<file path="src/rtl/fan_tach_pkg.sv">
// ----------------------------------------------------------------------------
// fan tach package
// shared widths, constants, register indexes and payload types of the
// fan tachometer rpm meter
// ----------------------------------------------------------------------------
package fan_tach_pkg;

   localparam int COUNT_WIDTH_DEFAULT = 32;
   localparam int PIN_WIDTH           = 16;
   localparam int MS_WIDTH            = 32;
   localparam int PPR_WIDTH           = 8;
   localparam int WIN_WIDTH           = 16;
   localparam int RPM_WIDTH           = 32;
   localparam int SCALE_WIDTH         = 16;
   localparam int DEN_WIDTH           = MS_WIDTH + PPR_WIDTH;
   localparam int CSR_INDEX_WIDTH     = 2;
   localparam int CSR_DATA_WIDTH      = 16;

   localparam logic [SCALE_WIDTH-1:0] RPM_MS_PER_MIN = 16'd60000;
   localparam logic [WIN_WIDTH-1:0]   WINDOW_RESET   = 16'd1000;
   localparam logic [PPR_WIDTH-1:0]   PPR_RESET      = 8'd2;
   localparam logic [PIN_WIDTH-1:0]   PIN_RESET      = 16'd0;

   localparam logic [CSR_INDEX_WIDTH-1:0] CSR_TACH_PIN_ID    = 2'd0;
   localparam logic [CSR_INDEX_WIDTH-1:0] CSR_PULSES_PER_REV = 2'd1;
   localparam logic [CSR_INDEX_WIDTH-1:0] CSR_WINDOW_MS      = 2'd2;

   localparam logic CMD_EDGE = 1'b0;
   localparam logic CMD_POLL = 1'b1;

   typedef struct packed {
      logic                 cmd;
      logic [PIN_WIDTH-1:0] pin;
      logic [MS_WIDTH-1:0]  now_ms;
   } req_payload_type;

   typedef struct packed {
      logic [RPM_WIDTH-1:0] rpm;
      logic                 updated;
   } rsp_payload_type;

endpackage

</file>
<file path="src/rtl/fan_tach_rpm_meter.sv">
// ----------------------------------------------------------------------------
// fan tach rpm meter
// counts tach pulses and measures fan speed in rpm on millisecond polls
// ----------------------------------------------------------------------------
// usage:
//  req channel (valid/stall): cmd 0 is a falling edge on pin, counted when pin
//   matches tach_pin_id; cmd 1 is a poll carrying now_ms.
//  rsp channel (valid/stall): one transaction per request with the held rpm
//   and updated set when that poll made a new measurement.
//  csr channel (valid/ready): index 0 tach_pin_id, 1 pulses_per_rev,
//   2 window_ms; ready is always high, other indexes are ignored.
//  path: an edge or an early poll goes through the done state into the
//   output register; a measuring poll goes through the multiply, divider
//   start, divider wait and done states, the one-bit-per-cycle divider
//   running over the COUNT_WIDTH + 16 bit numerator.
//  throughput: one request at a time; req_stall is high while a request is
//   at work, so a new request is not taken before the last is through. A
//   request may be accepted while the previous response waits.
//  reset: counts, last time and rpm clear to 0, registers take their defaults.
//  rsp_stall: the response holds in its register and a finished request
//   waits until that register frees.
// ----------------------------------------------------------------------------
module fan_tach_rpm_meter #(
   parameter int COUNT_WIDTH = fan_tach_pkg::COUNT_WIDTH_DEFAULT
) (
   input  logic                                    clock,
   input  logic                                    reset,
   input  logic                                    req_valid,
   output logic                                    req_stall,
   input  fan_tach_pkg::req_payload_type           req_payload,
   output logic                                    rsp_valid,
   input  logic                                    rsp_stall,
   output fan_tach_pkg::rsp_payload_type           rsp_payload,
   input  logic                                    csr_valid,
   output logic                                    csr_ready,
   input  logic [fan_tach_pkg::CSR_INDEX_WIDTH-1:0] csr_index,
   input  logic [fan_tach_pkg::CSR_DATA_WIDTH-1:0]  csr_data
);
   import fan_tach_pkg::*;

   localparam int NUM_WIDTH = COUNT_WIDTH + SCALE_WIDTH;

   localparam logic [2:0] ST_IDLE      = 3'd0;
   localparam logic [2:0] ST_MUL       = 3'd1;
   localparam logic [2:0] ST_DIV_START = 3'd2;
   localparam logic [2:0] ST_DIV_WAIT  = 3'd3;
   localparam logic [2:0] ST_DONE      = 3'd4;

   logic [2:0]             state_ff, state_in;
   logic [PIN_WIDTH-1:0]   tach_pin_ff, tach_pin_in;
   logic [PPR_WIDTH-1:0]   ppr_ff, ppr_in;
   logic [WIN_WIDTH-1:0]   window_ff, window_in;
   logic [COUNT_WIDTH-1:0] pulse_total_ff, pulse_total_in;
   logic [COUNT_WIDTH-1:0] pulses_at_last_ff, pulses_at_last_in;
   logic [MS_WIDTH-1:0]    time_at_last_ff, time_at_last_in;
   logic [RPM_WIDTH-1:0]   rpm_held_ff, rpm_held_in;
   logic                   upd_ff, upd_in;
   logic [COUNT_WIDTH-1:0] count_ff, count_in;
   logic [MS_WIDTH-1:0]    elapsed_ff, elapsed_in;
   logic [MS_WIDTH-1:0]    now_ff, now_in;
   logic [NUM_WIDTH-1:0]   num_ff, num_in;
   logic [DEN_WIDTH-1:0]   den_ff, den_in;
   logic                   rsp_valid_ff, rsp_valid_in;
   rsp_payload_type        rsp_payload_ff, rsp_payload_in;

   logic                   req_accept;
   logic [WIN_WIDTH-1:0]   win_eff;
   logic [PPR_WIDTH-1:0]   ppr_eff;
   logic [MS_WIDTH-1:0]    elapsed_now;
   logic                   due;
   logic                   div_start;
   logic                   div_done;
   logic [NUM_WIDTH-1:0]   div_quotient;
   logic [RPM_WIDTH-1:0]   rpm_value;

   fan_tach_divider #(
      .NUM_WIDTH (NUM_WIDTH),
      .DEN_WIDTH (DEN_WIDTH)
   ) u_divider (
      .clock    (clock),
      .reset    (reset),
      .start    (div_start),
      .dividend (num_ff),
      .divisor  (den_ff),
      .done     (div_done),
      .quotient (div_quotient)
   );

   generate
      if (NUM_WIDTH > RPM_WIDTH) begin : g_sat
         assign rpm_value = (|div_quotient[NUM_WIDTH-1:RPM_WIDTH]) ? '1
                                                                   : div_quotient[RPM_WIDTH-1:0];
      end else begin : g_nosat
         assign rpm_value = RPM_WIDTH'(div_quotient);
      end
   endgenerate

   assign req_stall   = (state_ff != ST_IDLE);
   assign req_accept  = req_valid && !req_stall;
   assign csr_ready   = 1'b1;
   assign win_eff     = (window_ff == '0) ? WIN_WIDTH'(1) : window_ff;
   assign ppr_eff     = (ppr_ff == '0) ? PPR_WIDTH'(1) : ppr_ff;
   assign elapsed_now = req_payload.now_ms - time_at_last_ff;
   assign due         = elapsed_now >= MS_WIDTH'(win_eff);
   assign div_start   = (state_ff == ST_DIV_START);

   // configuration decode
   always_comb begin
      tach_pin_in = tach_pin_ff;
      ppr_in      = ppr_ff;
      window_in   = window_ff;
      if (csr_valid && csr_ready) begin
         unique case (csr_index)
            CSR_TACH_PIN_ID:    tach_pin_in = csr_data[PIN_WIDTH-1:0];
            CSR_PULSES_PER_REV: ppr_in      = csr_data[PPR_WIDTH-1:0];
            CSR_WINDOW_MS:      window_in   = csr_data[WIN_WIDTH-1:0];
            default:            ;
         endcase
      end
   end

   // sequencer
   always_comb begin
      state_in          = state_ff;
      pulse_total_in    = pulse_total_ff;
      pulses_at_last_in = pulses_at_last_ff;
      time_at_last_in   = time_at_last_ff;
      rpm_held_in       = rpm_held_ff;
      upd_in            = upd_ff;
      count_in          = count_ff;
      elapsed_in        = elapsed_ff;
      now_in            = now_ff;
      num_in            = num_ff;
      den_in            = den_ff;
      rsp_valid_in      = rsp_valid_ff && rsp_stall;
      rsp_payload_in    = rsp_payload_ff;
      unique case (state_ff)
         ST_IDLE: begin
            if (req_accept) begin
               upd_in     = 1'b0;
               count_in   = COUNT_WIDTH'(pulse_total_ff - pulses_at_last_ff);
               elapsed_in = elapsed_now;
               now_in     = req_payload.now_ms;
               state_in   = ST_DONE;
               if (req_payload.cmd == CMD_EDGE) begin
                  if (req_payload.pin == tach_pin_ff) begin
                     pulse_total_in = COUNT_WIDTH'(pulse_total_ff + 1'b1);
                  end
               end else if (due) begin
                  state_in = ST_MUL;
               end
            end
         end
         ST_MUL: begin
            num_in   = NUM_WIDTH'(count_ff) * NUM_WIDTH'(RPM_MS_PER_MIN);
            den_in   = DEN_WIDTH'(elapsed_ff) * DEN_WIDTH'(ppr_eff);
            state_in = ST_DIV_START;
         end
         ST_DIV_START: begin
            state_in = ST_DIV_WAIT;
         end
         ST_DIV_WAIT: begin
            if (div_done) begin
               rpm_held_in       = rpm_value;
               pulses_at_last_in = pulse_total_ff;
               time_at_last_in   = now_ff;
               upd_in            = 1'b1;
               state_in          = ST_DONE;
            end
         end
         ST_DONE: begin
            if (!rsp_valid_ff || !rsp_stall) begin
               rsp_valid_in           = 1'b1;
               rsp_payload_in.rpm     = rpm_held_ff;
               rsp_payload_in.updated = upd_ff;
               state_in               = ST_IDLE;
            end
         end
         default: begin
            state_in = ST_IDLE;
         end
      endcase
   end

   always_ff @(posedge clock) begin
      if (reset) begin
         state_ff          <= ST_IDLE;
         tach_pin_ff       <= PIN_RESET;
         ppr_ff            <= PPR_RESET;
         window_ff         <= WINDOW_RESET;
         pulse_total_ff    <= '0;
         pulses_at_last_ff <= '0;
         time_at_last_ff   <= '0;
         rpm_held_ff       <= '0;
         upd_ff            <= 1'b0;
         rsp_valid_ff      <= 1'b0;
      end else begin
         state_ff          <= state_in;
         tach_pin_ff       <= tach_pin_in;
         ppr_ff            <= ppr_in;
         window_ff         <= window_in;
         pulse_total_ff    <= pulse_total_in;
         pulses_at_last_ff <= pulses_at_last_in;
         time_at_last_ff   <= time_at_last_in;
         rpm_held_ff       <= rpm_held_in;
         upd_ff            <= upd_in;
         rsp_valid_ff      <= rsp_valid_in;
      end
      count_ff       <= count_in;
      elapsed_ff     <= elapsed_in;
      now_ff         <= now_in;
      num_ff         <= num_in;
      den_ff         <= den_in;
      rsp_payload_ff <= rsp_payload_in;
   end

   assign rsp_valid   = rsp_valid_ff;
   assign rsp_payload = rsp_payload_ff;

`ifndef NO_ASSERTIONS
   a_done_in_wait: assert property (@(posedge clock) disable iff (reset)
      div_done |-> (state_ff == ST_DIV_WAIT))
      else $error("divider finished outside the wait state");

   a_due_poll_measures: assert property (@(posedge clock) disable iff (reset)
      (req_accept && (req_payload.cmd == CMD_POLL) && due) |=> (state_ff == ST_MUL))
      else $error("due poll did not start a measurement");

   a_den_nonzero: assert property (@(posedge clock) disable iff (reset)
      (state_ff == ST_DIV_WAIT) |-> (den_ff != '0))
      else $error("zero divisor in division");

   a_edge_no_update: assert property (@(posedge clock) disable iff (reset)
      (req_accept && (req_payload.cmd == CMD_EDGE)) |=> (state_ff == ST_DONE) && !upd_ff)
      else $error("edge transaction flagged an update");
`endif

endmodule

</file>
<file path="src/rtl/fan_tach_divider.sv">
// ----------------------------------------------------------------------------
// fan tach divider
// restoring radix-2 divider, one quotient bit per cycle, shared by all measuring polls
// ----------------------------------------------------------------------------
module fan_tach_divider #(
   parameter int NUM_WIDTH = 48,
   parameter int DEN_WIDTH = 40
) (
   input  logic                 clock,
   input  logic                 reset,
   input  logic                 start,
   input  logic [NUM_WIDTH-1:0] dividend,
   input  logic [DEN_WIDTH-1:0] divisor,
   output logic                 done,
   output logic [NUM_WIDTH-1:0] quotient
);
   localparam int CNT_WIDTH = $clog2(NUM_WIDTH + 1);

   logic                 busy_ff, busy_in;
   logic                 done_ff, done_in;
   logic [CNT_WIDTH-1:0] cnt_ff, cnt_in;
   logic [NUM_WIDTH-1:0] quo_ff, quo_in;
   logic [DEN_WIDTH-1:0] rem_ff, rem_in;
   logic [DEN_WIDTH-1:0] div_ff, div_in;
   logic [DEN_WIDTH:0]   trial;
   logic [DEN_WIDTH:0]   diff;
   logic                 fits;

   always_comb begin
      trial   = {rem_ff, quo_ff[NUM_WIDTH-1]};
      diff    = trial - {1'b0, div_ff};
      fits    = trial >= {1'b0, div_ff};
      busy_in = busy_ff;
      done_in = 1'b0;
      cnt_in  = cnt_ff;
      quo_in  = quo_ff;
      rem_in  = rem_ff;
      div_in  = div_ff;
      if (start) begin
         busy_in = 1'b1;
         cnt_in  = CNT_WIDTH'(NUM_WIDTH);
         quo_in  = dividend;
         rem_in  = '0;
         div_in  = divisor;
      end else if (busy_ff) begin
         quo_in = {quo_ff[NUM_WIDTH-2:0], fits};
         rem_in = fits ? diff[DEN_WIDTH-1:0] : trial[DEN_WIDTH-1:0];
         cnt_in = cnt_ff - 1'b1;
         if (cnt_ff == CNT_WIDTH'(1)) begin
            busy_in = 1'b0;
            done_in = 1'b1;
         end
      end
   end

   always_ff @(posedge clock) begin
      if (reset) begin
         busy_ff <= 1'b0;
         done_ff <= 1'b0;
         cnt_ff  <= '0;
      end else begin
         busy_ff <= busy_in;
         done_ff <= done_in;
         cnt_ff  <= cnt_in;
      end
      quo_ff <= quo_in;
      rem_ff <= rem_in;
      div_ff <= div_in;
   end

   assign done     = done_ff;
   assign quotient = quo_ff;

endmodule

</file>
<file path="config.mk">
export PLATFORM = sky130hd
export DESIGN_NAME = fan_tach_rpm_meter
export DESIGN_NICKNAME = d
export VERILOG_FILES = /design/src/rtl/fan_tach_pkg.sv /design/src/rtl/fan_tach_rpm_meter.sv /design/src/rtl/fan_tach_divider.sv
export SDC_FILE = /design/constraint.sdc
export NUM_CORES = 2
export LEC_CHECK = 0
export BUFFER_PORTS_ARGS = -buffer_cell sky130_fd_sc_hd__buf_2
export CAP_MARGIN = 10
export CORE_MARGIN = 2
export CORE_UTILIZATION = 40
export CTS_CLUSTER_DIAMETER = 50
export DETAILED_ROUTE_END_ITERATION = 10
export PLACE_DENSITY = 0.59
export RECOVER_POWER = 100
export SLEW_MARGIN = 10
export SYNTH_ARGS = -nofsm -noshare
export SYNTH_HDL_FRONTEND = slang
export SYNTH_HIERARCHICAL = 1
export SYNTH_SLANG_ARGS = --single-unit
</file>
<file path="constraint.sdc">
create_clock -name clock -period 14.7 [get_ports clock]
set_input_delay 0.735 -clock clock [delete_from_list [all_inputs] [get_ports clock]]
set_output_delay 0.735 -clock clock [all_outputs]
set_load 0.05 [all_outputs]
</file>
Yosys cells after proc, flatten, opt, wreduce, memory -nomap -nowiden:

Cells that the tools add are included.

* add/subtract/negate cells: 5
* multipliers: 2
* magnitude comparators: 2
* equality and inequality tests: 11
* muxes and demuxes: 23
* bitwise operators: 2
* reduce and logical (&&, ||, !) cells: 25

Operator list (count)
* 2-to-1 mux 48 bit: 2
* subtractor 32 bit: 2
* multiplier 32 x 11 -> 43 bit (second input constant): 1
* >= comparator 41 x 40 -> 1 bit: 1
* multiplier 32 x 8 -> 40 bit: 1
* 2-to-1 mux 40 bit: 1
* subtractor 40 bit: 1
* adder 32 x 1 -> 32 bit (second input constant): 1
* >= comparator 32 x 16 -> 1 bit: 1
* 2-to-1 mux 32 bit: 1
* equality test 16 bit: 1
* zero test 16 bit: 1
* 2-to-1 mux 16 bit: 1
* OR reduction 16 bit: 1
* 2-to-1 mux 3 bit: 5
* case mux 3 bit (5 select lines): 1
* 2-to-1 mux 6 bit: 2
* AND reduction 2 bit: 6
* zero test 8 bit: 1
* 2-to-1 mux 1 bit: 8
* 2-to-1 mux 8 bit: 1
* equality test 3 x 2 -> 1 bit (second input constant): 2
* equality test 6 x 1 -> 1 bit (second input constant): 1
* AND reduction 3 bit: 2
* other kinds (19): 25

* register bits after elaboration: 521
* bits of input ports: 72
* output and inout port bits: 36
* logic and storage cells: 95

Logic depth before layout (Yosys ltp):

* word-level depth: 7
* mapped depth: 21
* mapped depth without buffers: 21

Cells and area by module:

The synthesis kept the hierarchy.

Modules (own cells, without submodules)
* fan_tach_rpm_meter: times used 1, cells each 3112, area each 30810.8 um^2, seq. area each 9829.4 um^2
* fan_tach_divider: times used 1, cells each 724, area each 7707.4 um^2, seq. area each 3603.5 um^2

Worst setup path after synthesis:

Ideal clock, no wire load.

* path kind: input to register
* start: input req_valid
* end: register pulse_total_ff[23]
* library setup time: 0.128 ns
* data arrival time: 10.130 ns
* data required time: 14.572 ns
* setup slack: 4.443 ns
* cell stages on the path: 11
* path buffers: 1
* path through: nand2b_1 nor3_1 nand4_1 nor4_4 nand4_1 or3_1 buf_2 nor2_1 nand4_1 xor2_1 nor2_1

* word-level cells in the longest chain between the ends: 2

RTL lines
* from (decl): RTL line fan_tach_rpm_meter.sv:28 `input logic req_valid,`
* logical AND 1 bit: RTL line fan_tach_rpm_meter.sv:99 `assign req_accept = req_valid && !req_stall;`
* AND reduction 4 bit (no line)
* to (signal assigned): RTL line fan_tach_rpm_meter.sv:202 `pulse_total_ff <= pulse_total_in;`
* to (decl): RTL line fan_tach_rpm_meter.sv:53 `logic [COUNT_WIDTH-1:0] pulse_total_ff, pulse_total_in;`

No other way between the ends.
A chain may end at the register's enable or synchronous reset.

Final worst setup path:

* start: register ppr_ff[6]
* end: register den_ff[39], data pin

* word-level cells in the longest chain between the ends: 3

RTL lines
* from (decl): RTL line fan_tach_rpm_meter.sv:51 `logic [PPR_WIDTH-1:0] ppr_ff, ppr_in;`
* from (signal assigned): RTL line fan_tach_rpm_meter.sv:200 `ppr_ff <= ppr_in;`
* zero test 8 bit: RTL line fan_tach_rpm_meter.sv:102 `assign ppr_eff = (ppr_ff == '0) ? PPR_WIDTH'(1) : ppr_ff;`
* 2-to-1 mux 8 bit *: RTL line fan_tach_rpm_meter.sv:102
* multiplier 32 x 8 -> 40 bit *: RTL line fan_tach_rpm_meter.sv:156 `den_in = DEN_WIDTH'(elapsed_ff) * DEN_WIDTH'(ppr_eff);`
* to (signal assigned): RTL line fan_tach_rpm_meter.sv:213 `den_ff <= den_in;`
* to (decl): RTL line fan_tach_rpm_meter.sv:62 `logic [DEN_WIDTH-1:0] den_ff, den_in;`

Mark *: on every way between the ends. The rest lies on a longest branch, timed or not.

==> impl_metrics.csv <==
group,metric,value,unit
worst_setup_path,cp_top_family,"buffers and inverters",
grt,grt_overflow_total,0,
cts,numCtsBuffers,76,
worst_setup_path,r2r_cells,21,
grt,grt_pass1_wl,134000,um
cells_and_area,final_cell_area,42700,um2
timing,layout_setup_ws,7.11,ns
run_status,violations,"max-capacitance violations, max-slew violations",
grt,grt_max_degree,94,
worst_setup_path,endpoint_kind,"flip-flop",
worst_setup_path,crit_type,"flip-flop to flip-flop",
floorplan,die_x,314,um
drt,route.detailed.drc,0,
synth,yosys_warnings,6,
cts,ctsHoldBuffers,0,
timing,rsz0062_at_grt,"false",
worst_setup_path,cp.buffers_inverters,4,
worst_setup_path,path_cells,"clkbuf_1, nor4_1, a21oi_2, clkbuf_1, nor2b_1, fa_1, fa_1, inv_1, fa_1, inv_1, ha_1, o21ai_0, a21oi_1, nor4_1, o21ai_0, a221oi_1, a21oi_1, a21o_1, a41oi_1, a21oi_1, xnor2_1",
floorplan,die_area,98800,um2
place,place_area,40400,um2
worst_setup_path,cp.depth,21,
drt,wl,80800,um
pwr,ir_worst_vdd,0.000139,V
synth,synth_cell_types,96,
grt,antenna_found_initial,0,
cells_and_area,area_growth,10.9,%
worst_setup_path,startpoint_type,"flip-flop",
timing,max_freq,132,MHz
place,dp_slack,8.38,ns
timing,tightest_slew,4.33,ns
place,gp_routability_congestion,0.873,
floorplan,fp-row-count,113,
drt,viasPerCell,5.01,
cells_and_area,nets,4623,
pwr,p_leak,18.1,nW
run_status,outcome,"complete, but fails checks",
worst_setup_path,cp_max_fo,32,
worst_setup_path,worst-r2r-setup-slack,7.11,ns
synth,synth-edff-count,300,
timing,period_share,0.516,
floorplan,fp.dieH,314,um
pwr,p_per_area,162,nW/um2
synth,syn_area,38500,um2
timing,hold_viol_final,0,
flow_run,drv_cap,13,
worst_setup_path,cpPeakStageDelay,1.34,ns
synth,async_flop_share,0,
timing,whs,0.318,ns
grt,grt_pass1_vias,25869,
cts,cts_root_buffer,"clkbuf_16",
cts,cts_tree,"yes",
place,post-place-cells,5124,
timing,slew-limit-headroom,-1.89,
worst_setup_path,r2r-end,"den_ff[39]",
worst_setup_path,cp-startpoint,"ppr_ff[6]",
synth,yosys.area.top_type_share,0.234,
worst_setup_path,cp.arrival,7.96,ns
cells_and_area,antenna_cells,0,
worst_setup_path,r2r_start,"ppr_ff[6]",
synth,ys.flop_type,"edfxtp_1",
cells_and_area,final_cells,5266,
floorplan,io_pins,108,
cts,insertion_delay,0.65,ns
drt,wire_per_inst,15.3,um
timing,finalSetupViolCount,0,
floorplan,initial_core_util,0.405,
cells_and_area,finish.utilization,0.449,
drt,ant_nets,0,
min_path,hold_path_class,"input port to flip-flop",
synth,synth_top_cell_by_area,"edfxtp_1",
synth,synth_seq_area_share,0.349,
synth,synthCells,3836,
timing,period_needed,7.59,ns
worst_setup_path,slowest_stage,"clkbuf_1",
timing,slew_violations,651,
synth,synth_seq_cells,521,
place,hpwlAfterDp,61000,um
pwr,finalPower,6.90,mW
drt,drtIter0Drc,1255,
cts,cts-resized-gates,0,
cts,htreeDepth,3,
grt,track_usage,0.165,
cts,clock_path_buffers,3,
synth,avgSynthCellArea,10.0,um2
drt,vias,26390,
cells_and_area,drive_above_1_share,0.0642,
synth,synthTopCellsByArea,"edfxtp_1 (23%), fa_1 (17%), dfxtp_1 (11%)",
timing,fin_setup_tns,0,ns
cts,clk_pin_slew,0.06,ns
place,numPortBuffers,106,
min_path,min_path_cells,1,
worst_setup_path,worst-endpoint-required,15.07,ns
worst_setup_path,cp-endpoint,"den_ff[39]",
timing,finClkSkew,0.0252,ns
cts,cts.sinks,521,
floorplan,core,95200,um2
cts,postCtsSetupBuffers,0,
drt,drt_pass1_iterations,5,
## registers in the layout, summed over array words and instances, names as in the netlist
register and flops:
window_ff 16, u_divider/rem_ff 40, pulse_total_ff 32, rpm_held_ff 32
u_divider/busy_ff 1, ppr_ff 8, num_ff 43, u_divider/div_ff 40
tach_pin_ff 16, time_at_last_ff 32, state_ff 3, elapsed_ff 32
u_divider/cnt_ff 6, upd_ff 1, count_ff 32, den_ff 40
now_ff 32, rsp_valid 1, rsp_payload 33, pulses_at_last_ff 32
u_divider/quotient 48, u_divider/done 1
## worst min-delay path by stage
stage	start	endpoint	slack (ns)
final	req_payload[16]	now_ff[16]	0.32
after global routing	req_payload[16]	now_ff[16]	0.31
after CTS	req_payload[16]	now_ff[16]	0.25
after detailed placement	den_ff[12]	u_divider/div_ff[12]	0.40
after global placement	den_ff[19]	u_divider/div_ff[19]	0.40
after floorplan	den_ff[0]	u_divider/div_ff[0]	0.40
## synthesized netlist by cell type (6+ instances only)
cell type / count
xnor2_1: 127
a21o_1: 78
o21a_1: 21
nand4_1: 28
dfxtp_1: 221
a21boi_0: 7
nand2b_1: 26
nand3b_1: 7
mux2_2: 48
nor2_1: 232
clkbuf_1: 94
and3_1: 27
nor4_1: 16
buf_1: 8
and2_1: 205
nand3_1: 55
or2_2: 9
o211ai_1: 11
a211o_1: 13
o21ai_0: 84
fa_1: 324
inv_1: 525
xor2_1: 69
o21bai_1: 17
a311oi_1: 6
ha_1: 290
nor4b_1: 6
edfxtp_1: 300
o21ai_1: 16
a31oi_1: 14
nand2_1: 321
mux2i_1: 43
or3_1: 19
a211oi_1: 44
nor2b_1: 63
nor3_1: 70
a21oi_1: 261
## kinds of logic after synthesis
logic type / share of synthesized area
and+or+nand+nor: 0.144
AOI/OAI and AO/OA: 0.112
adders and majority gates: 0.263
other: 0.000195
DFF: 0.349
xor gates and xnor gates: 0.0446
muxes: 0.0252
buffers and inverters: 0.0630
## layout by cell type (no fill, tap or decap), types with 20 or more instances in the layout
cell type	synthesis	routed
inv_1	525	525
fa_1	324	324
nand2_1	321	321
edfxtp_1	300	300
ha_1	290	290
a21oi_1	261	260
nor2_1	232	231
dfxtp_1	221	220
and2_1	205	203
xnor2_1	127	127
o21ai_0	84	99
clkbuf_1	94	95
a21o_1	78	78
clkbuf_16	0	77
nor3_1	70	70
xor2_1	69	69
nor2b_1	63	63
nand3_1	55	55
mux2_2	48	48
a211oi_1	44	46
mux2i_1	43	43
buf_2	3	38
nand4_1	28	28
and3_1	27	27
nand2b_1	26	26
o21a_1	21	22
or3_1	19	20
## per-layer routing
metal / vias up / GRT usage / part of all wire
met3: 104 / 0.0246 / 0.037
li1: 13132 / - / -
met5: - / 0 / 0
met4: 0 / 0.0489 / 0.020
met1: 12737 / 0.245 / 0.51
met2: 417 / 0.250 / 0.43
## layout make-up
cell class,instances,area [um2]
inverters,525,1970
fillers,9055,52400
clock buffers,98,2060
well taps,1265,1580
multi-input cells,2683,22600
repair buffers,130,584
flip-flops and latches,521,13400
clock inverters,44,479
## where the power goes
part           total, mW  leakage, nW  switching (mW)  internal [mW]
sequential          1.97         4.60           0.114           1.86
combinational       3.13         12.3            1.79           1.34
clock               1.80         1.22           0.726           1.07
Note: power is estimated with default switching activity, not from simulation.
